### src/hdl/uer_pkg.sv
`timescale 1ns / 1ps
`default_nettype none
// ----------------------------------------------------------------------------
// Ultrasonic echo ranger: shared types and constants
// Payload structures for the tick and result channels, register indexes,
// reset values and the reciprocal constants for the unit conversions.
// ----------------------------------------------------------------------------
package uer_pkg;

	localparam int WIDTH_W = 16;
	localparam int CM_W    = 11;
	localparam int INCH_W  = 9;
	localparam int TMO_W   = 16;
	localparam int THR_W   = 11;
	localparam int CFG_W   = 16;
	localparam int IDX_W   = 1;

	// register indexes
	localparam logic [IDX_W-1:0] REG_TIMEOUT = 1'd0;
	localparam logic [IDX_W-1:0] REG_NEAR    = 1'd1;

	localparam logic [TMO_W-1:0] TIMEOUT_RESET = 16'd26100;
	localparam logic [THR_W-1:0] NEAR_RESET    = 11'd20;

	localparam int TRIG_LOW_TICKS = 2;

	// width / 58 = (width * 72316) >> 22, exact for all 16-bit widths
	// width / 148 = (width * 113360) >> 24, exact for all 16-bit widths
	localparam int MUL_W    = 17;
	localparam int PROD_W   = WIDTH_W + MUL_W;
	localparam logic [MUL_W-1:0] CM_MUL   = 17'd72316;
	localparam int               CM_SHIFT = 22;
	localparam logic [MUL_W-1:0] IN_MUL   = 17'd113360;
	localparam int               IN_SHIFT = 24;

	typedef struct packed {
		logic start_req;
		logic echo_level;
	} uer_in_t;

	typedef struct packed {
		logic               trigger_level;
		logic               busy_res;
		logic               done_res;
		logic               reading_valid;
		logic [WIDTH_W-1:0] pulse_width_us;
		logic [CM_W-1:0]    distance_cm;
		logic [INCH_W-1:0]  distance_inch;
		logic               too_close;
	} uer_res_t;

endpackage
`default_nettype wire

### src/hdl/uer_if.sv
`timescale 1ns / 1ps
`default_nettype none
// ----------------------------------------------------------------------------
// Ultrasonic echo ranger: channel interfaces
// Valid/ready channels for the tick items and for the result items.
// ----------------------------------------------------------------------------
interface uer_in_if;
	logic            valid;
	logic            ready;
	uer_pkg::uer_in_t data;

	modport source (output valid, output data, input ready);
	modport sink   (input valid, input data, output ready);
endinterface

interface uer_res_if;
	logic             valid;
	logic             ready;
	uer_pkg::uer_res_t data;

	modport source (output valid, output data, input ready);
	modport sink   (input valid, input data, output ready);
endinterface
`default_nettype wire

### src/hdl/ultrasonic_echo_ranger.sv
`timescale 1ns / 1ps
`default_nettype none
// ----------------------------------------------------------------------------
// Ultrasonic echo ranger
// Trigger/echo range measurement sequencer with cm and inch conversion.
// ----------------------------------------------------------------------------
// Usage:
//   tick   : one transaction per microsecond tick, carrying a start request and
//            the sampled echo level. The trigger sequencer advances once per
//            accepted transaction, so pace the channel at the pin sample rate.
//   result : exactly one transaction per tick transaction, in order, giving the
//            trigger level to drive, busy/done status and, on the finishing
//            tick, the pulse width, centimetres, inches and the too-close flag.
//   cfg    : cfg_we/cfg_index/cfg_wdata write timeout_us (index 0) and
//            near_threshold_cm (index 1); write only while no result is pending.
// Timing: three register stages (sequencer, reciprocal multiply, scale and
//   compare); one tick is taken every cycle while the result channel is not
//   stalled. The reciprocal multipliers set the stage split.
// Reset: sequencer idle, counter zero, registers at 26100 us and 20 cm, no
//   result pending. A stalled receiver holds the result; ticks keep flowing
//   until all three stages are full, then tick.ready drops.
// ----------------------------------------------------------------------------
module ultrasonic_echo_ranger #(
	parameter int TRIG_HIGH_TICKS = 10,
	parameter int COUNT_WIDTH     = 16
) (
	input  wire                         clk,
	input  wire                         arst_n,
	uer_in_if.sink                      tick,
	uer_res_if.source                   result,
	input  wire                         cfg_we,
	input  wire [uer_pkg::IDX_W-1:0]    cfg_index,
	input  wire [uer_pkg::CFG_W-1:0]    cfg_wdata
);

	localparam logic [2:0] PH_IDLE      = 3'd0;
	localparam logic [2:0] PH_TRIG_LOW  = 3'd1;
	localparam logic [2:0] PH_TRIG_HIGH = 3'd2;
	localparam logic [2:0] PH_WAIT_RISE = 3'd3;
	localparam logic [2:0] PH_MEASURE   = 3'd4;

	// common width for counter/timeout compares and the width field
	localparam int EW = (COUNT_WIDTH > uer_pkg::WIDTH_W) ? COUNT_WIDTH : uer_pkg::WIDTH_W;

	// ---------------- configuration registers ----------------
	logic [uer_pkg::TMO_W-1:0] timeout_q;
	logic [uer_pkg::THR_W-1:0] near_thr_q;

	always_ff @(posedge clk or negedge arst_n) begin
		if (!arst_n) begin
			timeout_q  <= uer_pkg::TIMEOUT_RESET;
			near_thr_q <= uer_pkg::NEAR_RESET;
		end else if (cfg_we) begin
			unique case (cfg_index)
				uer_pkg::REG_TIMEOUT: timeout_q <= cfg_wdata[uer_pkg::TMO_W-1:0];
				uer_pkg::REG_NEAR:    near_thr_q <= cfg_wdata[uer_pkg::THR_W-1:0];
				default: ;
			endcase
		end
	end

	// ---------------- pipeline flow control ----------------
	logic v_s1, v_s2, v_s3;
	logic rdy_s1, rdy_s2, rdy_s3;
	logic tick_acc;

	// each stage loads when it is empty or its content moves on this cycle
	assign rdy_s3     = !v_s3 || result.ready;
	assign rdy_s2     = !v_s2 || rdy_s3;
	assign rdy_s1     = !v_s1 || rdy_s2;
	assign tick.ready = rdy_s1;
	assign tick_acc   = tick.valid && rdy_s1;

	always_ff @(posedge clk or negedge arst_n) begin
		if (!arst_n) begin
			v_s1 <= 1'b0;
			v_s2 <= 1'b0;
			v_s3 <= 1'b0;
		end else begin
			if (rdy_s1) begin
				v_s1 <= tick.valid;
			end
			if (rdy_s2) begin
				v_s2 <= v_s1;
			end
			if (rdy_s3) begin
				v_s3 <= v_s2;
			end
		end
	end

	// ---------------- sequencer ----------------
	logic [2:0]             phase_q;
	logic [COUNT_WIDTH-1:0] cnt_q;

	logic [2:0]             ph_cur, ph_nxt;
	logic [COUNT_WIDTH-1:0] cnt_cur, cnt_nxt, cnt_inc;
	logic [EW-1:0]          cnt_ext, tmo_ext;
	logic                   timed_out;
	logic                   trig_c, busy_c, done_c, valid_c;
	logic [uer_pkg::WIDTH_W-1:0] width_c;

	always_comb begin
		ph_cur  = (phase_q > PH_MEASURE) ? PH_IDLE : phase_q;
		cnt_cur = cnt_q;
		trig_c  = 1'b0;
		busy_c  = 1'b1;
		done_c  = 1'b0;
		valid_c = 1'b0;

		// start while idle enters the trigger-low phase on this same tick
		if (ph_cur == PH_IDLE) begin
			if (tick.data.start_req) begin
				ph_cur  = PH_TRIG_LOW;
				cnt_cur = '0;
			end else begin
				busy_c = 1'b0;
			end
		end

		ph_nxt    = ph_cur;
		cnt_inc   = (cnt_cur == '1) ? cnt_cur : cnt_cur + 1'b1;
		cnt_nxt   = cnt_cur;
		cnt_ext   = EW'(cnt_cur);
		tmo_ext   = EW'(timeout_q);
		timed_out = (cnt_ext >= tmo_ext) || (cnt_cur == '1);
		width_c   = cnt_ext[uer_pkg::WIDTH_W-1:0];

		unique case (ph_cur)
			PH_TRIG_LOW: begin
				cnt_nxt = cnt_inc;
				if (cnt_inc >= COUNT_WIDTH'(uer_pkg::TRIG_LOW_TICKS)) begin
					ph_nxt  = PH_TRIG_HIGH;
					cnt_nxt = '0;
				end
			end
			PH_TRIG_HIGH: begin
				trig_c  = 1'b1;
				cnt_nxt = cnt_inc;
				if (cnt_inc >= COUNT_WIDTH'(TRIG_HIGH_TICKS)) begin
					ph_nxt  = PH_WAIT_RISE;
					cnt_nxt = '0;
				end
			end
			PH_WAIT_RISE: begin
				if (tick.data.echo_level) begin
					ph_nxt  = PH_MEASURE;
					cnt_nxt = COUNT_WIDTH'(1);
				end else if (timed_out) begin
					done_c = 1'b1;
				end else begin
					cnt_nxt = cnt_inc;
				end
			end
			PH_MEASURE: begin
				if (!tick.data.echo_level) begin
					done_c  = 1'b1;
					valid_c = (width_c != '0);
				end else if (timed_out) begin
					done_c = 1'b1;
				end else begin
					cnt_nxt = cnt_inc;
				end
			end
			default: ;
		endcase

		if (done_c) begin
			busy_c  = 1'b0;
			ph_nxt  = PH_IDLE;
			cnt_nxt = '0;
		end
		if (!valid_c) begin
			width_c = '0;
		end
	end

	// advance the sequencer only on an accepted tick
	always_ff @(posedge clk or negedge arst_n) begin
		if (!arst_n) begin
			phase_q <= PH_IDLE;
			cnt_q   <= '0;
		end else if (tick_acc) begin
			phase_q <= ph_nxt;
			cnt_q   <= cnt_nxt;
		end
	end

	// ---------------- stage 1: sequencer outputs ----------------
	logic                        trig_s1, busy_s1, done_s1, valid_s1;
	logic [uer_pkg::WIDTH_W-1:0] width_s1;

	always_ff @(posedge clk) begin
		if (rdy_s1) begin
			trig_s1  <= trig_c;
			busy_s1  <= busy_c;
			done_s1  <= done_c;
			valid_s1 <= valid_c;
			width_s1 <= width_c;
		end
	end

	// ---------------- stage 2: reciprocal multiply ----------------
	logic                        trig_s2, busy_s2, done_s2, valid_s2;
	logic [uer_pkg::WIDTH_W-1:0] width_s2;
	logic [uer_pkg::PROD_W-1:0]  cm_prod_s2, in_prod_s2;

	always_ff @(posedge clk) begin
		if (rdy_s2) begin
			trig_s2    <= trig_s1;
			busy_s2    <= busy_s1;
			done_s2    <= done_s1;
			valid_s2   <= valid_s1;
			width_s2   <= width_s1;
			cm_prod_s2 <= uer_pkg::PROD_W'(width_s1) * uer_pkg::PROD_W'(uer_pkg::CM_MUL);
			in_prod_s2 <= uer_pkg::PROD_W'(width_s1) * uer_pkg::PROD_W'(uer_pkg::IN_MUL);
		end
	end

	// ---------------- stage 3: scale, compare, result register ----------------
	logic [uer_pkg::CM_W-1:0]   cm_c;
	logic [uer_pkg::INCH_W-1:0] inch_c;
	uer_pkg::uer_res_t          res_s3;

	assign cm_c   = cm_prod_s2[uer_pkg::CM_SHIFT +: uer_pkg::CM_W];
	assign inch_c = in_prod_s2[uer_pkg::IN_SHIFT +: uer_pkg::INCH_W];

	always_ff @(posedge clk) begin
		if (rdy_s3) begin
			res_s3.trigger_level  <= trig_s2;
			res_s3.busy_res       <= busy_s2;
			res_s3.done_res       <= done_s2;
			res_s3.reading_valid  <= valid_s2;
			res_s3.pulse_width_us <= width_s2;
			res_s3.distance_cm    <= cm_c;
			res_s3.distance_inch  <= inch_c;
			res_s3.too_close      <= valid_s2 && (cm_c != '0) && (cm_c <= near_thr_q);
		end
	end

	assign result.valid = v_s3;
	assign result.data  = res_s3;

endmodule
`default_nettype wire

### src/flat_wrapper.sv
// flat-port wrapper written by rule: the top's interface ports become plain ports
module ultrasonic_echo_ranger_flat 
#(
	parameter int TRIG_HIGH_TICKS = 10,
	parameter int COUNT_WIDTH     = 16
)
  (clk, arst_n, cfg_we, cfg_index, cfg_wdata, tick_valid, tick_data, tick_ready, result_valid, result_data, result_ready);
  uer_in_if tick_i ();
  uer_res_if result_i ();
  input  wire clk;
  input  wire arst_n;
  input  wire cfg_we;
  input  wire [uer_pkg::IDX_W-1:0] cfg_index;
  input  wire [uer_pkg::CFG_W-1:0] cfg_wdata;
  input wire logic [$bits(tick_i.valid)-1:0] tick_valid;
  input wire logic [$bits(tick_i.data)-1:0] tick_data;
  output wire logic [$bits(tick_i.ready)-1:0] tick_ready;
  output wire logic [$bits(result_i.valid)-1:0] result_valid;
  output wire logic [$bits(result_i.data)-1:0] result_data;
  input wire logic [$bits(result_i.ready)-1:0] result_ready;
  assign tick_i.valid = tick_valid;
  assign tick_i.data = tick_data;
  assign tick_ready = tick_i.ready;
  assign result_valid = result_i.valid;
  assign result_data = result_i.data;
  assign result_i.ready = result_ready;
  ultrasonic_echo_ranger #(.TRIG_HIGH_TICKS(TRIG_HIGH_TICKS), .COUNT_WIDTH(COUNT_WIDTH)) u_core (.clk(clk), .arst_n(arst_n), .tick(tick_i), .result(result_i), .cfg_we(cfg_we), .cfg_index(cfg_index), .cfg_wdata(cfg_wdata));
endmodule
### config.mk
export PLATFORM = sky130hd
export DESIGN_NAME = ultrasonic_echo_ranger_flat
export DESIGN_NICKNAME = d
export VERILOG_FILES = /design/src/hdl/uer_pkg.sv /design/src/hdl/uer_if.sv /design/src/hdl/ultrasonic_echo_ranger.sv /design/src/flat_wrapper.sv
export SDC_FILE = /design/constraint.sdc
export NUM_CORES = 1
export LEC_CHECK = 0
export ABC_AREA = 1
export BUFFER_PORTS_ARGS = -buffer_cell sky130_fd_sc_hd__buf_2
export CORE_ASPECT_RATIO = 0.8
export CORE_MARGIN = 2
export CORE_UTILIZATION = 45
export DETAILED_ROUTE_END_ITERATION = 8
export PLACE_DENSITY = 0.57
export SYNTH_ARGS = -nofsm -noshare
export SYNTH_HDL_FRONTEND = slang
export SYNTH_SLANG_ARGS = --single-unit
export TNS_END_PERCENT = 30
### constraint.sdc
create_clock -name clk -period 6 [get_ports clk]
set_input_delay 0.3 -clock clk [delete_from_list [all_inputs] [get_ports clk]]
set_output_delay 0.3 -clock clk [all_outputs]
set_load 0.01 [all_outputs]
==> results of run 1 <==
final cells by class:
class                           instances  area (µm²)  share of cell area (%)
Tap cell                              427         534                    3.28
Clock inverter                         12         129                   0.792
Timing Repair Buffer                   91         520                    3.20
Inverter                              336        1260                    7.75
Sequential cell                       150        4270                    26.2
Clock buffer                           20         437                    2.68
Multi-Input combinational cell       1021        9130                    56.1
flip-flops by register name, indices dropped and copies added (netlist names):
register,flops
u_core.result.data,41
u_core.cnt_q,16
u_core.timeout_q,16
u_core.width_s1,16
u_core.width_s2,16
u_core.cm_prod_s2,11
u_core.near_thr_q,11
u_core.in_prod_s2,9
u_core.phase_q,3
u_core.busy_s1,1
u_core.busy_s2,1
u_core.done_s1,1
u_core.done_s2,1
u_core.result.valid,1
u_core.trig_s1,1
u_core.trig_s2,1
u_core.v_s1,1
u_core.v_s2,1
u_core.valid_s1,1
u_core.valid_s2,1
routing by layer:
metal / wire [µm] / part of all wire [%] / up-vias
met5: 0 / 0 / -
met1: 17100 / 49 / 5018
met2: 16000 / 46 / 183
met4: 561 / 1.6 / 0
li1: - / - / 5119
met3: 1290 / 3.7 / 33
worst register-to-register path: cells and delay by family (launching register included):
family	cells	cell delay, ps
adder cells (fa/ha/maj)	7	3400
flip-flops	1	530
AND/OR/NAND/NOR	3	310
AO/OA/AOI/OAI	4	740
XOR/XNOR	1	160
buffers and inverters	3	330
worst max-delay path by stage:
| stage | startpoint | to | slack (ps) |
|---|---|---|---|
| floorplan | u_core.width_s1[11]$_SDFFCE_PN0N_ | u_core.cm_prod_s2[32]$_DFFE_PP_ | 650 |
| global placement | u_core.width_s1[11]$_SDFFCE_PN0N_ | u_core.cm_prod_s2[32]$_DFFE_PP_ | 250 |
| detailed placement | u_core.width_s1[11]$_SDFFCE_PN0N_ | u_core.cm_prod_s2[31]$_DFFE_PP_ | 170 |
| CTS | u_core.width_s1[11]$_SDFFCE_PN0N_ | u_core.cm_prod_s2[31]$_DFFE_PP_ | 140 |
| global route | u_core.width_s1[12]$_SDFFCE_PN0N_ | u_core.cm_prod_s2[31]$_DFFE_PP_ | 4 |
| finish | u_core.width_s1[11]$_SDFFCE_PN0N_ | u_core.cm_prod_s2[31]$_DFFE_PP_ | 270 |
timing repair:
item	4_1_cts	5_1_grt
hold endpoints to repair	38	0
endpoints found under the setup margin	0	4
hold buffers	1	0
setup buffers	0	5
resized for setup	0	6
Yosys cell counts (3+ instances only):
library cell	number
sky130_fd_sc_hd__a211oi_1	4
sky130_fd_sc_hd__a21o_1	7
sky130_fd_sc_hd__a21oi_1	81
sky130_fd_sc_hd__a31oi_1	4
sky130_fd_sc_hd__buf_2	4
sky130_fd_sc_hd__clkbuf_1	9
sky130_fd_sc_hd__dfrtp_1	38
sky130_fd_sc_hd__dfstp_2	11
sky130_fd_sc_hd__edfxtp_1	101
sky130_fd_sc_hd__fa_1	160
sky130_fd_sc_hd__ha_1	211
sky130_fd_sc_hd__inv_1	330
sky130_fd_sc_hd__inv_2	5
sky130_fd_sc_hd__nand2_1	231
sky130_fd_sc_hd__nand2_2	13
sky130_fd_sc_hd__nand2_4	3
sky130_fd_sc_hd__nand3_1	48
sky130_fd_sc_hd__nand3_2	5
sky130_fd_sc_hd__nand3_4	3
sky130_fd_sc_hd__nand3b_1	13
sky130_fd_sc_hd__nand4_1	22
sky130_fd_sc_hd__nor2_1	82
sky130_fd_sc_hd__nor2_2	7
sky130_fd_sc_hd__nor2_4	4
sky130_fd_sc_hd__nor3_1	8
sky130_fd_sc_hd__nor4_1	6
sky130_fd_sc_hd__o211ai_1	11
sky130_fd_sc_hd__o21a_1	3
sky130_fd_sc_hd__o21ai_0	54
sky130_fd_sc_hd__o21ai_1	4
sky130_fd_sc_hd__xnor2_1	8
sky130_fd_sc_hd__xor2_1	16
metrics by stage:
step                      hold WS (ps)  std cells  total power, µW  worst slack (ps)
after global placement             401       2019             6810               247
final                             90.0       2057             7950               275
after CTS                         59.8       2052             8020               143
after detailed placement           406       2019             6860               172
after floorplan                   4.41       1525             5580               653
after global routing              68.8       2057             8920              3.62
cells by family (layout without fill, tap and decap cells):
family | after synthesis | count (layout) | synth area share, %
and+or+nand+nor | 448 | 448 | 14.0
buffers and inverters | 354 | 459 | 9.33
adders and majority gates | 371 | 371 | 39.6
xor gates and xnor gates | 24 | 24 | 1.42
AOI/OAI and AO/OA | 178 | 178 | 6.72
DFF | 150 | 150 | 29.0
cells in the final DEF, fill, tap and decap left out, drive strengths merged, types with 3 or more instances in the layout:
cell type and n:
dfstp 11, inv 337, xnor2 8, a31oi 4, o21a 3, xor2 16
a211oi 4, clkinv 7, nand3 56, edfxtp 101, fa 160, a21oi 82
nor2 93, o211ai 11, buf 90, clkbuf 20, nand2 247, o21ai 59
a21o 7, nand3b 13, ha 211, nor3 9, nand4 23, dfrtp 38
nor4 6
power groups by stage:
stage / Clock (µW) / Sequential (µW) / Combinational (µW)
final: 1060 / 1720 / 5170
after global routing: 1140 / 1750 / 6030
after CTS: 1090 / 1720 / 5200
after detailed placement: 0 / 1740 / 5130
after global placement: 0 / 1730 / 5080
after floorplan: 0 / 1720 / 3860
==> insert_results.sql, run 1 <==
INSERT INTO impl_metrics (metric_group, metric, value, unit) VALUES
('outcome', 'outcome', 'finished clean', ''),
('critical_path', 'worst_path_largest_cell_delay', '580', 'ps'),
('global_routing', 'grt_most_used_layer', 'met2', ''),
('clock_network', 'clock-sinks', '150', ''),
('synth', 'post_synth_main_area_contributors', 'sky130_fd_sc_hd__fa_1 22%, sky130_fd_sc_hd__edfxtp_1 21%, sky130_fd_sc_hd__ha_1 18%, sky130_fd_sc_hd__inv_1 8.4%, sky130_fd_sc_hd__dfrtp_1 6.4%', ''),
('final_layout', 'fill_cells', '3016', ''),
('timing', 'final.period_utilization', '95.4', '%'),
('clock_network', 'cts_root_buf', 'sky130_fd_sc_hd__clkbuf_16', ''),
('worst_hold_path', 'hold_path_depth', '3', ''),
('critical_path', 'critical_path.endpoint_type', 'register', ''),
('global_routing', 'grtUsageMet2', '34.1', '%'),
('detailed_routing', 'viasPerCell', '5.03', ''),
('synth', 'synth.largest_area_cell', 'sky130_fd_sc_hd__fa_1', ''),
('critical_path', 'worst_setup_path_start_kind', 'register', ''),
('placement', 'place_congestion', '0.904', ''),
('synth', 'synth_async_sr_flop_share', '32.7', '%'),
('clock_network', 'clock_tree.htree_level_count', '4', ''),
('power', 'p_int', '4090', 'µW'),
('synth', 'ys_seq_area_share', '29.0', '%'),
('worst_hold_path', 'worstHoldEndpoint', 'u_core.timeout_q[14]$_DFFE_PN1P_', ''),
('timing', 'final.min_clock_period', '5730', 'ps'),
('final_layout', 'drive_above_1_share', '11.0', '%'),
('timing', 'finalSetupViolCount', '0', ''),
('detailed_routing', 'postRouteAntennaNets', '0', ''),
('global_routing', 'grt_first_pass_wirelength', '56.9', 'mm'),
('timing', 'final-max-slew-violation-count', '0', ''),
('global_routing', 'grt_overflow', '0', ''),
('synth', 'syn_area', '14800', 'µm²'),
('final_layout', 'finalCoreUtilization', '50.2', '%'),
('critical_path', 'critical_path.top_delay_family', 'adder cells', ''),
('floorplanning', 'die_height', '166', 'µm'),
('detailed_routing', 'drc', '0', ''),
('floorplanning', 'floorplan.die_area', '34300', 'µm²'),
('timing', 'skew', '7.97', 'ps'),
('final_layout', 'layout-area-overhead-vs-synth', '10.3', '%'),
('clock_network', 'cts_tree', 'done', ''),
('global_routing', 'groute.layer.met3.usage', '3.79', '%'),
('floorplanning', 'core-area', '32400', 'µm²'),
('synth', 'synthesis.instances', '1525', ''),
('critical_path', 'cpMaxStageDelayCell', 'sky130_fd_sc_hd__fa_1', ''),
('power', 'sw_frac_of_total', '48.6', '%'),
('floorplanning', 'num_rows', '59', ''),
('global_routing', 'vias_in_the_first_global_route', '10633', ''),
('placement', 'dpl.hpwl', '28.7', 'mm'),
('synth', 'synth_top_flop_cell', 'sky130_fd_sc_hd__edfxtp_1', ''),
('critical_path', 'critical_path_cell_count', '18', ''),
('clock_network', 'cts_inserted_buffers', '17', ''),
('critical_path', 'critPathArrivalTime', '5910', 'ps'),
('power', 'peakVddDrop', '0.306', 'mV'),
('synth', 'synthesis.yosys.warnings', '0', ''),
('power', 'clockPowerShare', '13.3', '%'),
('timing', 'finalHoldViolCount', '0', ''),
('synth', 'netlist-cell-type-count', '48', ''),
('clock_network', 'insertion_delay', '440', 'ps'),
('floorplanning', 'initial_core_util', '45.5', '%'),
('detailed_routing', 'detail_route.first_pass.iterations', '5', ''),
('final_layout', 'layout.cell_area.non_filler', '16300', 'µm²'),
('critical_path', 'cp_data_required_time', '6190', 'ps'),
('clock_network', 'clk_path_buf_depth', '2', ''),
('critical_path', 'critical_path.cell_chain', 'buf_4 -> fa_1 -> inv_1 -> fa_1 -> inv_1 -> fa_1 -> fa_1 -> fa_1 -> fa_1 -> ha_1 -> a21o_1 -> nand3_1 -> o311ai_1 -> nand2_1 -> nand3_1 -> a21boi_1 -> o21ai_0 -> xor2_1', ''),
('timing', 'slew_headroom', '30.1', '%'),
('final_layout', 'fin_nets', '2012', ''),
('timing', 'fin_setup_tns', '0', 'ps'),
('global_routing', 'globalRouteMet1Util', '31.3', '%'),
('detailed_routing', 'route.vias.total', '10353', ''),
('critical_path', 'r2r_start', 'u_core.width_s1[11]$_SDFFCE_PN0N_', ''),
('placement', 'dpl_cell_area', '15700', 'µm²'),
('clock_network', 'clk_pin_slew_worst_paths', '60', 'ps'),
('critical_path', 'worst_r2r_path_depth', '18', ''),
('synth', 'syn_area_per_cell', '9.68', 'µm²'),
('timing', 'setup_repair_after_global_routing_missed_its_margin', 'no', '');
(Power assumes the default switching activity.)
==> run 2, diff against run 1 <==
- CAP_MARGIN: unset -> 25
- clock period: 6 -> 6.6 ns (I/O delays scaled with it)
==> insert_results.sql, run 2 (same netlist as run 1, synthesis figures left out) <==
INSERT INTO impl_metrics (metric_group, metric, value, unit) VALUES
('critical_path', 'cp_data_required_time', '6790', 'ps'),
('final_layout', 'drive_above_1_share', '9.81', '%'),
('detailed_routing', 'wl', '34.5', 'mm'),
('floorplanning', 'die_x', '206', 'µm'),
('clock_network', 'cts.repair.resized', '0', ''),
('clock_network', 'clk_path_buf_depth', '2', ''),
('final_layout', 'layout.cells.most_common', 'sky130_fd_sc_hd__inv_1', ''),
('clock_network', 'clk_pin_slew_worst_paths', '70', 'ps'),
('floorplanning', 'initial_core_util', '45.5', '%'),
('critical_path', 'crit_fanout', '10', ''),
('critical_path', 'critPathArrivalTime', '6120', 'ps'),
('power', 'power-per-cell-area', '454', 'nW/µm²'),
('detailed_routing', 'viasPerCell', '5.04', ''),
('placement', 'numPortBuffers', '66', ''),
('timing', 'clock.fmax', '0.169', 'GHz'),
('floorplanning', 'num_rows', '59', ''),
('detailed_routing', 'postRouteAntennaNets', '0', ''),
('worst_hold_path', 'hold_path_class', 'in -> async', ''),
('clock_network', 'cts_post_setup_buffers_inserted', '0', ''),
('floorplanning', 'die_height', '166', 'µm'),
('timing', 'hold_ws', '-41.1', 'ps'),
('critical_path', 'critical_path.endpoint_type', 'register', ''),
('floorplanning', 'core-area', '32400', 'µm²'),
('critical_path', 'worst_setup_path_start_kind', 'register', ''),
('final_layout', 'layout_common_cells', '329 x sky130_fd_sc_hd__inv_1, 230 x sky130_fd_sc_hd__nand2_1, 211 x sky130_fd_sc_hd__ha_1, 160 x sky130_fd_sc_hd__fa_1, 101 x sky130_fd_sc_hd__edfxtp_1', ''),
('critical_path', 'setup.worst_path.class', 'reg -> reg', ''),
('final_layout', 'layout-area-overhead-vs-synth', '10.3', '%'),
('clock_network', 'insertion_delay', '450', 'ps'),
('clock_network', 'clock-sinks', '150', ''),
('power', 'leakage', '0.00871', 'µW'),
('detailed_routing', 'route.top_layer_used', 'met4', ''),
('detailed_routing', 'route.vias.total', '10280', ''),
('final_layout', 'fin_nets', '1993', ''),
('detailed_routing', 'drc', '0', ''),
('timing', 'final.period_utilization', '89.9', '%'),
('floorplanning', 'floorplan.die_area', '34300', 'µm²'),
('detailed_routing', 'wl_met2', '16.1', 'mm'),
('timing', 'setup_repair_after_global_routing_missed_its_margin', 'no', ''),
('detailed_routing', 'wirelength_met1', '16.5', 'mm'),
('timing', 'slew_headroom', '40.9', '%'),
('timing', 'finalSetupViolCount', '0', ''),
('floorplanning', 'design.portCount', '67', ''),
('final_layout', 'num_antenna_cells', '0', ''),
('timing', 'max_slew.worst_pin.slew', '884', 'ps'),
('global_routing', 'number_of_antenna_violations_at_the_first_check_in_global_routing', '2', ''),
('timing', 'skew', '8.06', 'ps'),
('timing', 'final-max-slew-violation-count', '0', ''),
('timing', 'final.min_clock_period', '5930', 'ps'),
('clock_network', 'cts_inserted_buffers', '17', ''),
('global_routing', 'largest_net_degree_at_the_start_of_global_routing', '50', ''),
('global_routing', 'total_routing_usage_gr', '21.6', '%'),
('timing', 'fin_setup_tns', '0', 'ps'),
('global_routing', 'grt_overflow', '0', ''),
('outcome', 'outcome', 'finished, violations left', ''),
('clock_network', 'cts_hold_buf', '0', ''),
('clock_network', 'clock_tree.htree_level_count', '4', ''),
('run', 'max_cap_viol_count', '0', ''),
('global_routing', 'grt_first_pass_wirelength', '56.4', 'mm'),
('clock_network', 'cts_root_buf', 'sky130_fd_sc_hd__clkbuf_16', ''),
('placement', 'place_congestion', '0.886', ''),
('clock_network', 'cts_tree', 'done', ''),
('detailed_routing', 'drt_iter0_markers', '557', ''),
('global_routing', 'vias_in_the_first_global_route', '10549', ''),
('timing', 'finalHoldViolCount', '14', ''),
('power', 'peakVddDrop', '0.208', 'mV'),
('final_layout', 'number_of_flip_flops_under_the_largest_register_name', '41', ''),
('detailed_routing', 'routedWlPerCell', '17.0', 'µm'),
('detailed_routing', 'detail_route.first_pass.iterations', '5', ''),
('outcome', 'violations', 'hold timing', ''),
('placement', 'dpl.hpwl', '28.5', 'mm'),
('detailed_routing', 'met3_length', '1.60', 'mm');
-- run 2: power breakdown --
part,total [µW],switching [µW],internal [µW],leakage (µW)
clock network,1190,408,785,0.000341
registers,1590,232,1350,0.00168
logic,4610,2830,1780,0.00668
total,7390,3470,3920,0.00871
-- run 2: area by class of cell --
class | instances | area, µm²
Multi-Input combinational cell | 1021 | 9110
Clock inverter | 13 | 274
Tap cell | 427 | 534
Timing Repair Buffer | 72 | 388
Sequential cell | 150 | 4270
Inverter | 336 | 1260
Clock buffer | 19 | 433
Fill cell | 3055 | 16100
-- run 2: per-layer routing --
layer | track usage (%) | up-vias
li1 | - | 5083
met1 | 31.4 | 4955
met2 | 33.8 | 214
met3 | 4.08 | 28
met4 | 4.25 | 0
met5 | 0 | -
-- run 2: critical path: stages, from the launching register on --
cell and delay (ps):
sky130_fd_sc_hd__edfxtp_1 630, sky130_fd_sc_hd__fa_1 650, sky130_fd_sc_hd__inv_1 70, sky130_fd_sc_hd__fa_1 550, sky130_fd_sc_hd__inv_1 70, sky130_fd_sc_hd__fa_1 530
sky130_fd_sc_hd__fa_1 440, sky130_fd_sc_hd__fa_1 580, sky130_fd_sc_hd__fa_1 430, sky130_fd_sc_hd__ha_1 360, sky130_fd_sc_hd__a21oi_1 160, sky130_fd_sc_hd__o21a_1 130
sky130_fd_sc_hd__o21ai_0 140, sky130_fd_sc_hd__nand2_1 100, sky130_fd_sc_hd__nand3_1 150, sky130_fd_sc_hd__nand2_1 100, sky130_fd_sc_hd__o211ai_1 170, sky130_fd_sc_hd__a211oi_1 290
sky130_fd_sc_hd__xnor2_1 90
-- run 2: worst paths after layout --
| kind | from | endpoint | slack [ps] | depth (start not counted) |
|---|---|---|---|---|
| min reg2reg | u_core.done_s2$_DFFE_PP_ | u_core.result.data[38]$_DFFE_PP_ | 420 | 0 |
| max in group asynchronous | arst_n | u_core.near_thr_q[10]$_DFFE_PN0P_ | 6170 | 2 |
| max | u_core.width_s1[11]$_SDFFCE_PN0N_ | u_core.cm_prod_s2[32]$_DFFE_PP_ | 670 | 18 |
| max reg2reg | u_core.width_s1[11]$_SDFFCE_PN0N_ | u_core.cm_prod_s2[32]$_DFFE_PP_ | 670 | 18 |
| min in group clk | cfg_wdata[13] | u_core.timeout_q[13]$_DFFE_PN1P_ | 110 | 3 |
| min | arst_n | u_core.cnt_q[0]$_DFFE_PN0P_ | -40 | 2 |
-- run 2: through the flow --
step           setup WS (ps)  power, µW  cells  util [%]  area (µm²)
2_1_floorplan           1250       5070   1525         -       14800
3_3_place_gp             725       6170   2005      48.0       15500
3_5_place_dp             676       6210   2005      48.0       15500
4_1_cts                  629       7480   2037      50.2       16300
5_1_grt                  287       8290   2038      50.2       16300
6_report                 669       7390   2038      50.2       16300
